### config.mk
export PLATFORM = sky130hd
export DESIGN_NAME = file_fingerprint_checksums_core
export DESIGN_NICKNAME = d
export VERILOG_FILES = /design/src/rtl/ffc_pkg.sv /design/src/rtl/ffc_marks.sv /design/src/rtl/file_fingerprint_checksums_core.sv
export VERILOG_INCLUDE_DIRS = /design/src /design/src/rtl
export SDC_FILE = /design/constraint.sdc
export NUM_CORES = 1
export LEC_CHECK = 0
export ABC_AREA = 1
export ABC_CLOCK_PERIOD_IN_PS = 5800
export BUFFER_PORTS_ARGS = -buffer_cell sky130_fd_sc_hd__buf_4
export CAP_MARGIN = 20
export CELL_PAD_IN_SITES_DETAIL_PLACEMENT = 0
export CELL_PAD_IN_SITES_GLOBAL_PLACEMENT = 1
export CORE_MARGIN = 1
export CORE_UTILIZATION = 35
export CTS_BUF_LIST = sky130_fd_sc_hd__clkbuf_8
export DETAILED_ROUTE_END_ITERATION = 16
export PLACE_DENSITY = 0.76
export RECOVER_POWER = 25
export SYNTH_ARGS = -nofsm -noshare
export SYNTH_HDL_FRONTEND = slang
export SYNTH_SLANG_ARGS = --single-unit
export TNS_END_PERCENT = 20
### constraint.sdc
create_clock -name clk -period 5.8 [get_ports clk]
set_input_delay 0.29 -clock clk [delete_from_list [all_inputs] [get_ports clk]]
set_output_delay 0.29 -clock clk [all_outputs]
set_load 0.01 [all_outputs]
### src/rtl/file_fingerprint_checksums_core_defines.svh
// Assertion macros shared by the fingerprint RTL.
// Included by files that carry concurrent checks; no other dependencies.
`ifndef FILE_FINGERPRINT_CHECKSUMS_CORE_DEFINES_SVH
`define FILE_FINGERPRINT_CHECKSUMS_CORE_DEFINES_SVH
`ifndef ASSERT_OFF
// Clocked check, masked while reset is asserted
`define FFC_ASSERT(label, clk, rst_n, prop, msg) \
    label: assert property (@(posedge clk) disable iff (!rst_n) (prop)) else $error(msg);
// Clocked check that also holds during reset
`define FFC_ASSERT_ALWAYS(label, clk, prop, msg) \
    label: assert property (@(posedge clk) (prop)) else $error(msg);
`else
`define FFC_ASSERT(label, clk, rst_n, prop, msg)
`define FFC_ASSERT_ALWAYS(label, clk, prop, msg)
`endif
`endif

### src/rtl/ffc_pkg.sv
// Types, constants and the CRC byte step for the file fingerprint block.
// No dependencies; imported by ffc_marks and file_fingerprint_checksums_core.
package ffc_pkg;

    localparam logic [15:0] ADLER_MOD  = 16'd65521;
    localparam logic [31:0] CRC_POLY   = 32'hEDB88320;
    localparam logic [31:0] CRC_INIT   = 32'hFFFFFFFF;
    localparam int          BYTE_BITS  = 8;
    localparam int          LANE_COUNT = 4;

    // One input transfer: a file byte with its framing flags
    typedef struct packed {
        logic [BYTE_BITS-1:0] data_byte;
        logic                 first_byte;
        logic                 last_byte;
    } ffc_in_t;

    // One result transfer: the four marks of a finished file
    typedef struct packed {
        logic [63:0] sum_mark;
        logic [31:0] xor_mark;
        logic [31:0] adler_mark;
        logic [31:0] crc_mark;
    } ffc_out_t;

    // Reflected CRC-32 over one byte, eight bit steps unrolled
    function automatic logic [31:0] crc_byte_step(input logic [31:0] crc,
                                                  input logic [BYTE_BITS-1:0] b);
        logic [31:0] r;
        r = crc ^ {24'd0, b};
        for (int k = 0; k < BYTE_BITS; k++) begin
            if (r[0])
                r = (r >> 1) ^ CRC_POLY;
            else
                r = r >> 1;
        end
        return r;
    endfunction

endpackage

### src/rtl/ffc_marks.sv
// Running mark registers (sum, lane XOR, Adler-32, CRC-32) and their update.
// Depends on ffc_pkg and the assertion macro header.
`include "file_fingerprint_checksums_core_defines.svh"

module ffc_marks
    import ffc_pkg::*;
(
    input  logic     clk,
    input  logic     rst_n,
    input  logic     step,
    input  ffc_in_t  item,
    output ffc_out_t marks
);

    logic [63:0] sum_reg,   sum_next,   sum_base;
    logic [31:0] xor_reg,   xor_next,   xor_base;
    logic [15:0] adler_a_reg, adler_a_next, adler_a_base;
    logic [15:0] adler_b_reg, adler_b_next, adler_b_base;
    logic [31:0] crc_reg,   crc_next,   crc_base;
    logic [1:0]  phase_reg, phase_next, phase_base;
    logic [16:0] a_sum;
    logic [16:0] b_sum;
    logic [31:0] lane_word;

    // Start values: initial marks on a first byte, else the running state
    always_comb
    begin
        if (item.first_byte)
        begin
            sum_base     = '0;
            xor_base     = '0;
            adler_a_base = 16'd1;
            adler_b_base = '0;
            crc_base     = CRC_INIT;
            phase_base   = '0;
        end
        else
        begin
            sum_base     = sum_reg;
            xor_base     = xor_reg;
            adler_a_base = adler_a_reg;
            adler_b_base = adler_b_reg;
            crc_base     = crc_reg;
            phase_base   = phase_reg;
        end
    end

    // Byte placed in its lane
    always_comb
    begin
        case (phase_base)
            2'd0:    lane_word = {24'd0, item.data_byte};
            2'd1:    lane_word = {16'd0, item.data_byte, 8'd0};
            2'd2:    lane_word = {8'd0, item.data_byte, 16'd0};
            2'd3:    lane_word = {item.data_byte, 24'd0};
            default: lane_word = '0;
        endcase
    end

    // Mark updates for one byte
    always_comb
    begin
        sum_next   = sum_base + {56'd0, item.data_byte};
        xor_next   = xor_base ^ lane_word;
        phase_next = phase_base + 2'd1;

        // Both sums stay below the modulus, so one conditional subtract does
        a_sum = {1'b0, adler_a_base} + {9'd0, item.data_byte};
        if (a_sum >= {1'b0, ADLER_MOD})
            a_sum = a_sum - {1'b0, ADLER_MOD};
        adler_a_next = a_sum[15:0];

        b_sum = {1'b0, adler_b_base} + {1'b0, adler_a_next};
        if (b_sum >= {1'b0, ADLER_MOD})
            b_sum = b_sum - {1'b0, ADLER_MOD};
        adler_b_next = b_sum[15:0];

        crc_next = crc_byte_step(crc_base, item.data_byte);
    end

    // Marks as they stand after this byte
    always_comb
    begin
        marks.sum_mark   = sum_next;
        marks.xor_mark   = xor_next;
        marks.adler_mark = {adler_b_next, adler_a_next};
        marks.crc_mark   = ~crc_next;
    end

    // State registers
    always_ff @(posedge clk or negedge rst_n)
    begin
        if (!rst_n)
        begin
            sum_reg     <= '0;
            xor_reg     <= '0;
            adler_a_reg <= 16'd1;
            adler_b_reg <= '0;
            crc_reg     <= CRC_INIT;
            phase_reg   <= '0;
        end
        else if (step)
        begin
            sum_reg     <= sum_next;
            xor_reg     <= xor_next;
            adler_a_reg <= adler_a_next;
            adler_b_reg <= adler_b_next;
            crc_reg     <= crc_next;
            phase_reg   <= phase_next;
        end
    end

    `FFC_ASSERT_ALWAYS(a_in_range_chk, clk, adler_a_reg < ADLER_MOD, "Adler sum A out of range")
    `FFC_ASSERT_ALWAYS(b_in_range_chk, clk, adler_b_reg < ADLER_MOD, "Adler sum B out of range")
    `FFC_ASSERT(first_sum_chk, clk, rst_n, step && item.first_byte |=> sum_reg == {56'd0, $past(item.data_byte)}, "sum not restarted by first byte")
    `FFC_ASSERT(first_phase_chk, clk, rst_n, step && item.first_byte |=> phase_reg == 2'd1, "lane phase not restarted by first byte")

endmodule

### src/rtl/file_fingerprint_checksums_core.sv
// File fingerprint block: input register, mark update, result register.
// Depends on ffc_pkg, ffc_marks and the assertion macro header.
//
// Usage:
//   byte channel (byte_valid / byte_stall / byte_item) takes one file byte per
//   transfer with first_byte and last_byte flags. first_byte restarts all marks
//   before its byte; last_byte makes the block emit one result after its byte.
//   mark channel (mark_valid / mark_stall / mark_item) returns sum, lane XOR,
//   Adler-32 and CRC-32 of the file.
// Path: a last byte moves from the input register straight into the result
//   register when that register is free, and mark_valid rises as it lands.
// Throughput: one byte per cycle unless a last byte waits on a blocked
//   result; the update of all four marks is short combinational logic
//   between the input register and the mark registers.
// Stall: while a result waits under mark_stall, bytes that end no file still
//   flow; a last byte waits in the input register, and byte_stall rises only
//   when that register is full and cannot advance.
// Reset: rst_n clears both valid flags and sets marks to initial values
//   (sum 0, xor 0, Adler 1, CRC all ones before complement).
`include "file_fingerprint_checksums_core_defines.svh"

module file_fingerprint_checksums_core
    import ffc_pkg::*;
(
    input  logic     clk,
    input  logic     rst_n,
    input  logic     byte_valid,
    output logic     byte_stall,
    input  ffc_in_t  byte_item,
    input  logic     mark_stall,
    output logic     mark_valid,
    output ffc_out_t mark_item
);

    logic     in_valid_reg;
    ffc_in_t  in_item_reg;
    logic     out_valid_reg;
    ffc_out_t out_item_reg;
    logic     out_free;
    logic     step;
    logic     in_take;
    ffc_out_t marks;

    // Handshake: the held byte advances unless it ends a file and the result is blocked
    assign out_free   = !out_valid_reg || !mark_stall;
    assign step       = in_valid_reg && (!in_item_reg.last_byte || out_free);
    assign byte_stall = in_valid_reg && !step;
    assign in_take    = byte_valid && !byte_stall;

    // Input register
    always_ff @(posedge clk or negedge rst_n)
    begin
        if (!rst_n)
            in_valid_reg <= 1'b0;
        else if (in_take)
            in_valid_reg <= 1'b1;
        else if (step)
            in_valid_reg <= 1'b0;
    end

    always_ff @(posedge clk)
    begin
        if (in_take)
            in_item_reg <= byte_item;
    end

    ffc_marks u_marks (
        .clk   (clk),
        .rst_n (rst_n),
        .step  (step),
        .item  (in_item_reg),
        .marks (marks)
    );

    // Result register
    always_ff @(posedge clk or negedge rst_n)
    begin
        if (!rst_n)
            out_valid_reg <= 1'b0;
        else if (step && in_item_reg.last_byte)
            out_valid_reg <= 1'b1;
        else if (!mark_stall)
            out_valid_reg <= 1'b0;
    end

    always_ff @(posedge clk)
    begin
        if (step && in_item_reg.last_byte)
            out_item_reg <= marks;
    end

    assign mark_valid = out_valid_reg;
    assign mark_item  = out_item_reg;

    `FFC_ASSERT(hold_in_chk, clk, rst_n, in_valid_reg && !step |=> in_valid_reg && $stable(in_item_reg), "held byte lost or changed")
    `FFC_ASSERT(no_extra_out_chk, clk, rst_n, step && !in_item_reg.last_byte && !(out_valid_reg && mark_stall) |=> !out_valid_reg, "result raised without a last byte")
    `FFC_ASSERT(empty_ready_chk, clk, rst_n, !in_valid_reg |-> !byte_stall, "stall with empty input register")

endmodule
==> Word-level counts from Yosys, hierarchy flattened <==
Cells that the tools add are included.
{ "totals": {"inputBits": 14, "elab_cells": 72, "register_bits": 334, "out_inout_bits": 162} }
{ "classes": {"order_cmp": 2, "n_reduce_logical": 13, "bitwise_logic": 11, "n_addsub": 6, "mux": 21, "eq_ne": 4} }
{ "ops": {"columns": ["operator", "count"], "rows": [
  ["$mux 32", 10],
  ["$pmux 32 s4", 1],
  ["$not 13->14", 8],
  ["$add 64x8->64", 1],
  ["$mux 16", 4],
  ["$mux 64", 1],
  ["$ge 17x16->1 const B", 2],
  ["$not 32->32", 1],
  ["$sub 16x16->16 const B", 2],
  ["$xor 32x32->32", 1],
  ["$xor 32x8->32", 1],
  ["$add 16x16->17", 1],
  ["$add 16x8->17", 1],
  ["$logic_not 1->1", 5],
  ["$eq 2x2->1 const B", 2],
  ["$logic_and 1x1->1", 4],
  ["$mux 1", 4],
  ["$add 2x1->2 const B", 1],
  ["$eq 2x1->1 const B", 1],
  ["$logic_not 2->1", 1],
  ["$logic_or 1x1->1", 2],
  ["$mux 2", 1],
  ["$ne 2x1->1 const B", 1],
  ["$reduce_bool 2->1", 1]
]} }

==> Longest topological paths before layout <==
Gate-level depths: netlist of run 1.
{ "depth": {"word_depth": 19, "mapped_depth": 45, "mapped_depth_nobuf": 37} }

==> Hierarchy <==
A second synthesis of run 1 with hierarchy kept.
{ "unflattened": {"hier_cells": 2233, "hier_area_um2": 18960.7} }
{ "modules_own_cells": {"columns": ["mod", "instances", "area_per_inst_um2", "cells_per_inst", "seq_area_each_um2"], "rows": [
  ["ffc_marks", 1, 13749.4, 2049, 4095.2],
  ["file_fingerprint_checksums_core", 1, 5211.2, 184, 5154.9]
]} }

==> Least setup slack after synthesis of run 1 <==
OpenSTA, ideal clock, no wires.
{ "synth_timing": {"path_type": "register to register", "from": "register in_item_reg[1] (netlist bit)", "to": "register out_item_reg (netlist bit mark_item[48]) (data pin)", "setup_ns": 0.255, "arrival_ns": 5.731, "path_stages_with_launch": 39, "synth_period_minus_slack_ns": 5.986, "path_slack_ns": -0.186, "required_time_ns": 5.545, "path_buffers": 9, "cell_sequence": "edfxtp_1 buf_6 buf_6 buf_6 buf_6 clkbuf_1 clkbuf_1 buf_1 or2_2 ha_1 inv_1 fa_1 nand2_1 nor2_1 nand3_1 nand2_1 nor2_1 nand3_1 [3 not listed] buf_4 nand2_1 nand2_1 ha_1 fa_1 or2_2 nand2_1 inv_1 nor2_1 nand3_1 nand2_1 nor2_2 nand3_2 nor2_4 nand3_4 buf_2 nand4_1 and2_1"} }
{ "synth_rtl": {"columns": ["item", "line", "text"], "rows": [
  ["start: declaration", "file_fingerprint_checksums_core.sv:36", "ffc_in_t in_item_reg;"],
  ["start signal: assignment", "file_fingerprint_checksums_core.sv:64", "in_item_reg <= byte_item;"],
  ["end signal: assignment", "file_fingerprint_checksums_core.sv:89", "out_item_reg <= marks;"],
  ["end: declaration", "file_fingerprint_checksums_core.sv:38", "ffc_out_t out_item_reg;"]
]} }

==> results of run 1 <==
## cell families (layout without fill, tap and decap cells)
group | count (synthesis) | in the layout | share of synthesized area, %
fa+ha+maj | 43 | 43 | 3.05
simple gates | 1110 | 1111 | 26.2
buf+inv | 307 | 573 | 6.60
flops | 334 | 334 | 50.4
xor+xnor | 179 | 179 | 9.32
compound gates | 147 | 147 | 4.40
## routing by layer
layer  up-vias  GRT usage, %
li1       7201             -
met1      6960          25.1
met2       372          32.4
met3        89          2.82
met4         0          5.63
met5         -             0
## cell usage after synthesis, drive strengths merged, types with 37 or more instances
cell / count
ha: 40
nor2: 237
xor2: 128
inv: 240
xnor2: 51
o21ai: 105
edfxtp: 170
dfrtp: 131
clkbuf: 37
nand4: 39
nand2: 662
nand3: 98
## cell usage in the layout, fill, tap and decap left out, types with 8 or more instances in the layout
| cell | Yosys | layout |
|---|---|---|
| a21oi_1 | 24 | 22 |
| and2_1 | 8 | 8 |
| buf_4 | 1 | 85 |
| bufinv_16 | 0 | 10 |
| clkbuf_1 | 37 | 120 |
| clkbuf_8 | 0 | 64 |
| clkinv_1 | 1 | 9 |
| clkinv_2 | 1 | 13 |
| dfrtp_1 | 131 | 131 |
| dfstp_2 | 33 | 33 |
| dlygate4sd3_1 | 0 | 14 |
| edfxtp_1 | 170 | 170 |
| ha_1 | 40 | 40 |
| inv_1 | 229 | 237 |
| inv_2 | 11 | 11 |
| nand2_1 | 655 | 652 |
| nand3_1 | 94 | 94 |
| nand3b_1 | 16 | 16 |
| nand4_1 | 39 | 39 |
| nor2_1 | 211 | 209 |
| nor2_2 | 17 | 18 |
| nor2_4 | 9 | 10 |
| nor3_1 | 20 | 20 |
| nor3_2 | 12 | 12 |
| o21ai_0 | 85 | 84 |
| o21ai_1 | 18 | 19 |
| xnor2_1 | 47 | 47 |
| xor2_1 | 119 | 119 |
## worst max path at each step
stage,cells after the start,slack [ns],from,end
finish,30,0.45,in_item_reg[1],mark_item[56]
CTS,32,0.19,in_item_reg[1],mark_item[49]
detailed placement,32,0.25,in_item_reg[1],mark_item[49]
global route,30,-0.01,in_item_reg[1],mark_item[63]
floorplan,38,0.006,in_item_reg[1],mark_item[48]
global placement,32,0.33,in_item_reg[1],mark_item[49]
## through the flow
stage,cells,instance area [um^2],hold WS [ns]
CTS,3057,21900,0.255
finish,3067,21600,0.390
global placement,2936,20400,0.401
floorplan,2120,18400,-0.00559
global route,3067,21600,0.341
detailed placement,2936,20400,0.409
## critical path, delay by kind of cell, from the launching register on
kind,cells,cell delay [ns]
fa+ha+maj,4,1.13
xor+xnor,1,0.26
buf+inv,4,0.59
compound gates,1,0.21
flops,1,0.41
simple gates,20,2.46
## final cells by class
class	count	area, um^2
inverter	242	917
fill	5238	29900
clock inverter	43	459
clock buffer	64	881
sequential	334	9250
multi-input combinational	1480	7940
tap	680	851
timing repair buffer	224	1280
## what timing repair did
action                                  CTS  global route
hold buffers                             14             0
endpoints found under the hold margin    87             0
endpoints found under the setup margin    0            32
resized for setup                         0            10
setup buffers                             0             8
## where the power goes
group	internal [mW]	switching (mW)
clock	1.46	1.02
sequential	3.13	0.184
combinational	0.911	1.71
==> results.json, run 1 <==
{
  "pin_count": 176,
  "drt-met1-wl_um": 22800,
  "clk_pin_slew_ns": 0.06,
  "whs_path_depth": 2,
  "cts-htree-levels": 2,
  "routed_wl_um": 51100,
  "crit_type": "reg -> reg",
  "r2r_end": "mark_item[56]",
  "wl_met2_um": 24800,
  "fmax_ghz": 0.187,
  "syn_to_final_growth_pct": 17.6,
  "drv_slew": 79,
  "drt_iter0_drc": 1096,
  "gr-total-overflow": 0,
  "synthesis.area_um2": 18300,
  "gp_congestion": 0.903,
  "diodes": 0,
  "ys_types": 56,
  "cp_max_fo": 20,
  "min_period_ns": 5.35,
  "num_vias": 14600,
  "hold_path.class": "in -> reg",
  "grt_max_degree": 108,
  "die_width_um": 231,
  "max_cap_viol_count": 1,
  "cts_buffers": 57,
  "drc": 0,
  "first_pass_iters": 7,
  "grt_pass1_vias": 14200,
  "start_util_pct": 35.6,
  "cpMostUsedCell": "nand2_1",
  "crit_slowest_cell": "fa_1",
  "hold_end": "in_item_reg[9]",
  "p_leak_nw": 9.24,
  "io_buffers": 175,
  "status": "complete, but fails checks",
  "slew_headroom_pct": -216,
  "hold_violations": 0,
  "ys_ff_latch": 334,
  "setup_viol": 0,
  "yosysWarnings": 0,
  "cts_tree": "done",
  "antenna_found_initial": 0,
  "cts_buffer_depth": 3,
  "post-route-period-util_pct": 92.3,
  "total_power_mw": 8.42,
  "track_usage_pct": 19.1,
  "largest_reg_flops": 160,
  "hp-start": "byte_item[9]",
  "synth_top_area_share_pct": 27.8,
  "fp-row-count": 83,
  "yosys-top-cells-area": "edfxtp_1, dfrtp_1, nand2_1, xor2_1, dfstp_2",
  "setup_slack_ns": 0.449,
  "hpwl_um": 36400,
  "synth-edff-count": 170,
  "wl_met3_um": 2220,
  "die_y_um": 231,
  "r2r_cells": 30,
  "final_util_pct": 41.9,
  "power_density_nw_per_um2": 390,
  "timing.rr.start": "in_item_reg[1]",
  "clkSinkCount": 334,
  "grt_pass1_wl_um": 79500,
  "die_area_um2": 53300,
  "syn_avg_cell_area_um2": 8.66,
  "r2r_slack_ns": 0.45,
  "syn_inst": 2120,
  "critPathRequiredTime_ns": 6.15,
  "crit_arrival_ns": 5.70,
  "synth_nets": 2177,
  "yosysSeqAreaShare_pct": 50.4,
  "drive_gt1_share_pct": 12.8,
  "wire_per_inst_um": 16.7,
  "clock_latency_ns": 0.64,
  "synth.largest_area_cell": "edfxtp_1",
  "top_layer_used": "met4",
  "root_buffer": "clkbuf_8",
  "tightest_slew_ns": 4.74,
  "vias_per_cell": 4.77,
  "synthArstFlopShare_pct": 49.1,
  "critPathLaunchType": "flip-flop",
  "antenna_left": 0,
  "clock-skew-final_ns": 0.0251,
  "core_um2": 51500,
  "violations": "max-capacitance violations, max-slew violations",
  "slowest_delay_ns": 0.48,
  "synth_flop_cell": "edfxtp_1",
  "fin_nets": 2396,
  "fin_setup_tns_ns": 0,
  "irDropWorstVdd_mv": 0.190,
  "cp-end-kind": "flip-flop",
  "dp_slack_ns": 0.255
}
No activity file was read; power rests on OpenSTA's default activity.
==> run 2, diff against run 1 <==
--- a/config.mk
+++ b/config.mk
@@ -10,13 +10,11 @@
 export ABC_CLOCK_PERIOD_IN_PS = 5800
 export BUFFER_PORTS_ARGS = -buffer_cell sky130_fd_sc_hd__buf_4
 export CAP_MARGIN = 20
-export CELL_PAD_IN_SITES_DETAIL_PLACEMENT = 0
-export CELL_PAD_IN_SITES_GLOBAL_PLACEMENT = 1
 export CORE_MARGIN = 1
-export CORE_UTILIZATION = 35
+export CORE_UTILIZATION = 55
 export CTS_BUF_LIST = sky130_fd_sc_hd__clkbuf_8
 export DETAILED_ROUTE_END_ITERATION = 16
-export PLACE_DENSITY = 0.76
+export PLACE_DENSITY = 0.87
 export RECOVER_POWER = 25
 export SYNTH_ARGS = -nofsm -noshare
 export SYNTH_HDL_FRONTEND = slang
==> run 2 against run 1 <==
Largest cell class unchanged. Clock power is 21% lower. Flip-flop and latch count is the same. Register-to-register slack about the same. Global-route usage grew 8.5 points. Clock skew rose by 0.00059 ns. The flow still finishes with violations (max-capacitance violations, max-slew violations). Die area down 36%. Highest routed layer unchanged. Maximum frequency is essentially flat.
==> results.json, run 2 (same netlist as run 1, synthesis figures left out) <==
{
  "grt_util_met3_pct": 3.68,
  "drc": 0,
  "r2r_cells": 33,
  "crit_slowest_cell": "dfstp_2",
  "gr-total-overflow": 0,
  "p_leak_nw": 9.17,
  "routed_wl_um": 46700,
  "min_period_ns": 5.36,
  "grt_max_degree": 95,
  "cp-end-kind": "flip-flop",
  "die_width_um": 185,
  "total_power_mw": 7.91,
  "critPathRequiredTime_ns": 6.14,
  "final_util_pct": 64.5,
  "track_usage_pct": 27.6,
  "setup_viol": 0,
  "status": "complete, but fails checks",
  "crit_start": "u_marks.adler_a_reg[0]",
  "setup_slack_ns": 0.444,
  "instances_no_fill": 2821,
  "drt_iter0_drc": 1452,
  "r2r_slack_ns": 0.44,
  "fin_nets": 2390,
  "final_cell_mix": "nand2_1, inv_1, nor2_1, edfxtp_1, dfrtp_1",
  "cts-htree-levels": 2,
  "clock_latency_ns": 0.61,
  "clkSinkCount": 334,
  "busiest_layer": "met2",
  "antenna_found_initial": 0,
  "met1_usage_pct": 36.8,
  "start_util_pct": 56.1,
  "die_y_um": 185,
  "diodes": 0,
  "grtUsageMet2_pct": 46.3,
  "cts_buffer_depth": 3,
  "tightest_slew_ns": 1.97,
  "cts_tree": "done",
  "num_vias": 15000,
  "hold_path.class": "in -> reg",
  "die_area_um2": 34100,
  "hpwl_um": 32800,
  "dp_cells": 2695,
  "grt_pass1_wl_um": 73800,
  "layout_commonest_cell": "nand2_1",
  "fmax_ghz": 0.187,
  "critPathLaunchType": "flip-flop",
  "root_buffer": "clkbuf_8",
  "crit_type": "reg -> reg",
  "post-route-cell-area_um2": 21100,
  "fp-row-count": 66,
  "largest_reg_flops": 160,
  "post-route-period-util_pct": 92.3,
  "crit_arrival_ns": 5.70,
  "hold_violations": 0,
  "fin_setup_tns_ns": 0,
  "wire_per_inst_um": 16.6,
  "antenna_left": 0,
  "crit_end": "mark_item[60]",
  "power_density_nw_per_um2": 375,
  "cpMostUsedCell": "nand2_1",
  "cts_buffers": 54,
  "clk_pin_slew_ns": 0.06,
  "whs_ns": 0.440,
  "drv_slew": 169,
  "r2r_end": "mark_item[60]",
  "vias_per_cell": 5.32,
  "slowest_delay_ns": 0.52,
  "gp_congestion": 0.956,
  "core_um2": 32700,
  "io_buffers": 175,
  "syn_to_final_growth_pct": 14.9,
  "drive_gt1_share_pct": 13.2,
  "max_cap_viol_count": 3,
  "post_dp_cell_area_um2": 20100,
  "cp_max_fo": 14,
  "dp_slack_ns": 0.193,
  "pin_count": 176,
  "clock-skew-final_ns": 0.0257,
  "violations": "max-capacitance violations, max-slew violations",
  "irDropWorstVdd_mv": 0.253,
  "timing.rr.start": "u_marks.adler_a_reg[0]",
  "grt_pass1_vias": 14400,
  "slew_headroom_pct": -31.6,
  "first_pass_iters": 6
}
[run 2: worst min path at each step]
stage                             end  depth (start not counted)    startpoint
6_report               in_item_reg[6]                          2  byte_item[6]
5_1_grt                in_item_reg[5]                          2  byte_item[5]
4_1_cts        u_marks.adler_b_reg[7]                          2         rst_n
3_5_place_dp   u_marks.adler_b_reg[7]                          1         rst_n
3_3_place_gp   u_marks.adler_b_reg[7]                          1         rst_n
2_1_floorplan            in_valid_reg                          0         rst_n
[run 2: report_power, final]
group	total (mW)	switching [mW]	leakage (nW)	internal, mW
Sequential	3.32	0.190	3.74	3.13
Clock	1.97	0.973	0.597	0.999
Combinational	2.63	1.71	4.83	0.916
Total	7.91	2.87	9.17	5.04
[run 2: final cells by class]
type / instances / area [um^2]
sequential: 334 / 9250
fill: 2774 / 11600
timing repair buffer: 219 / 1310
inverter: 242 / 917
multi-input combinational: 1482 / 8010
tap: 442 / 553
clock buffer: 59 / 812
clock inverter: 43 / 248
[run 2: per-layer routing]
layer	wire length, um	share of wire (%)
met2	22900	49
met1	19700	42
met4	1350	2.9
met5	0	0
met3	2850	6.1
[run 2: what timing repair did]
| item | 4_1_cts | 5_1_grt |
|---|---|---|
| hold endpoints to repair | 42 | 0 |
| setup buffers | 0 | 8 |
| gates resized for setup | 0 | 17 |
| hold buffers | 13 | 0 |
| endpoints found under the setup margin | 0 | 32 |
[run 2: worst max-delay path: cells and delay by family (launching register included)]
| kind | cells | cell delay, ns |
|---|---|---|
| buffers and inverters | 5 | 0.66 |
| DFF | 1 | 0.52 |
| and+or+nand+nor | 24 | 2.84 |
| AOI/OAI and AO/OA | 1 | 0.19 |
| adders and majority gates | 3 | 0.87 |
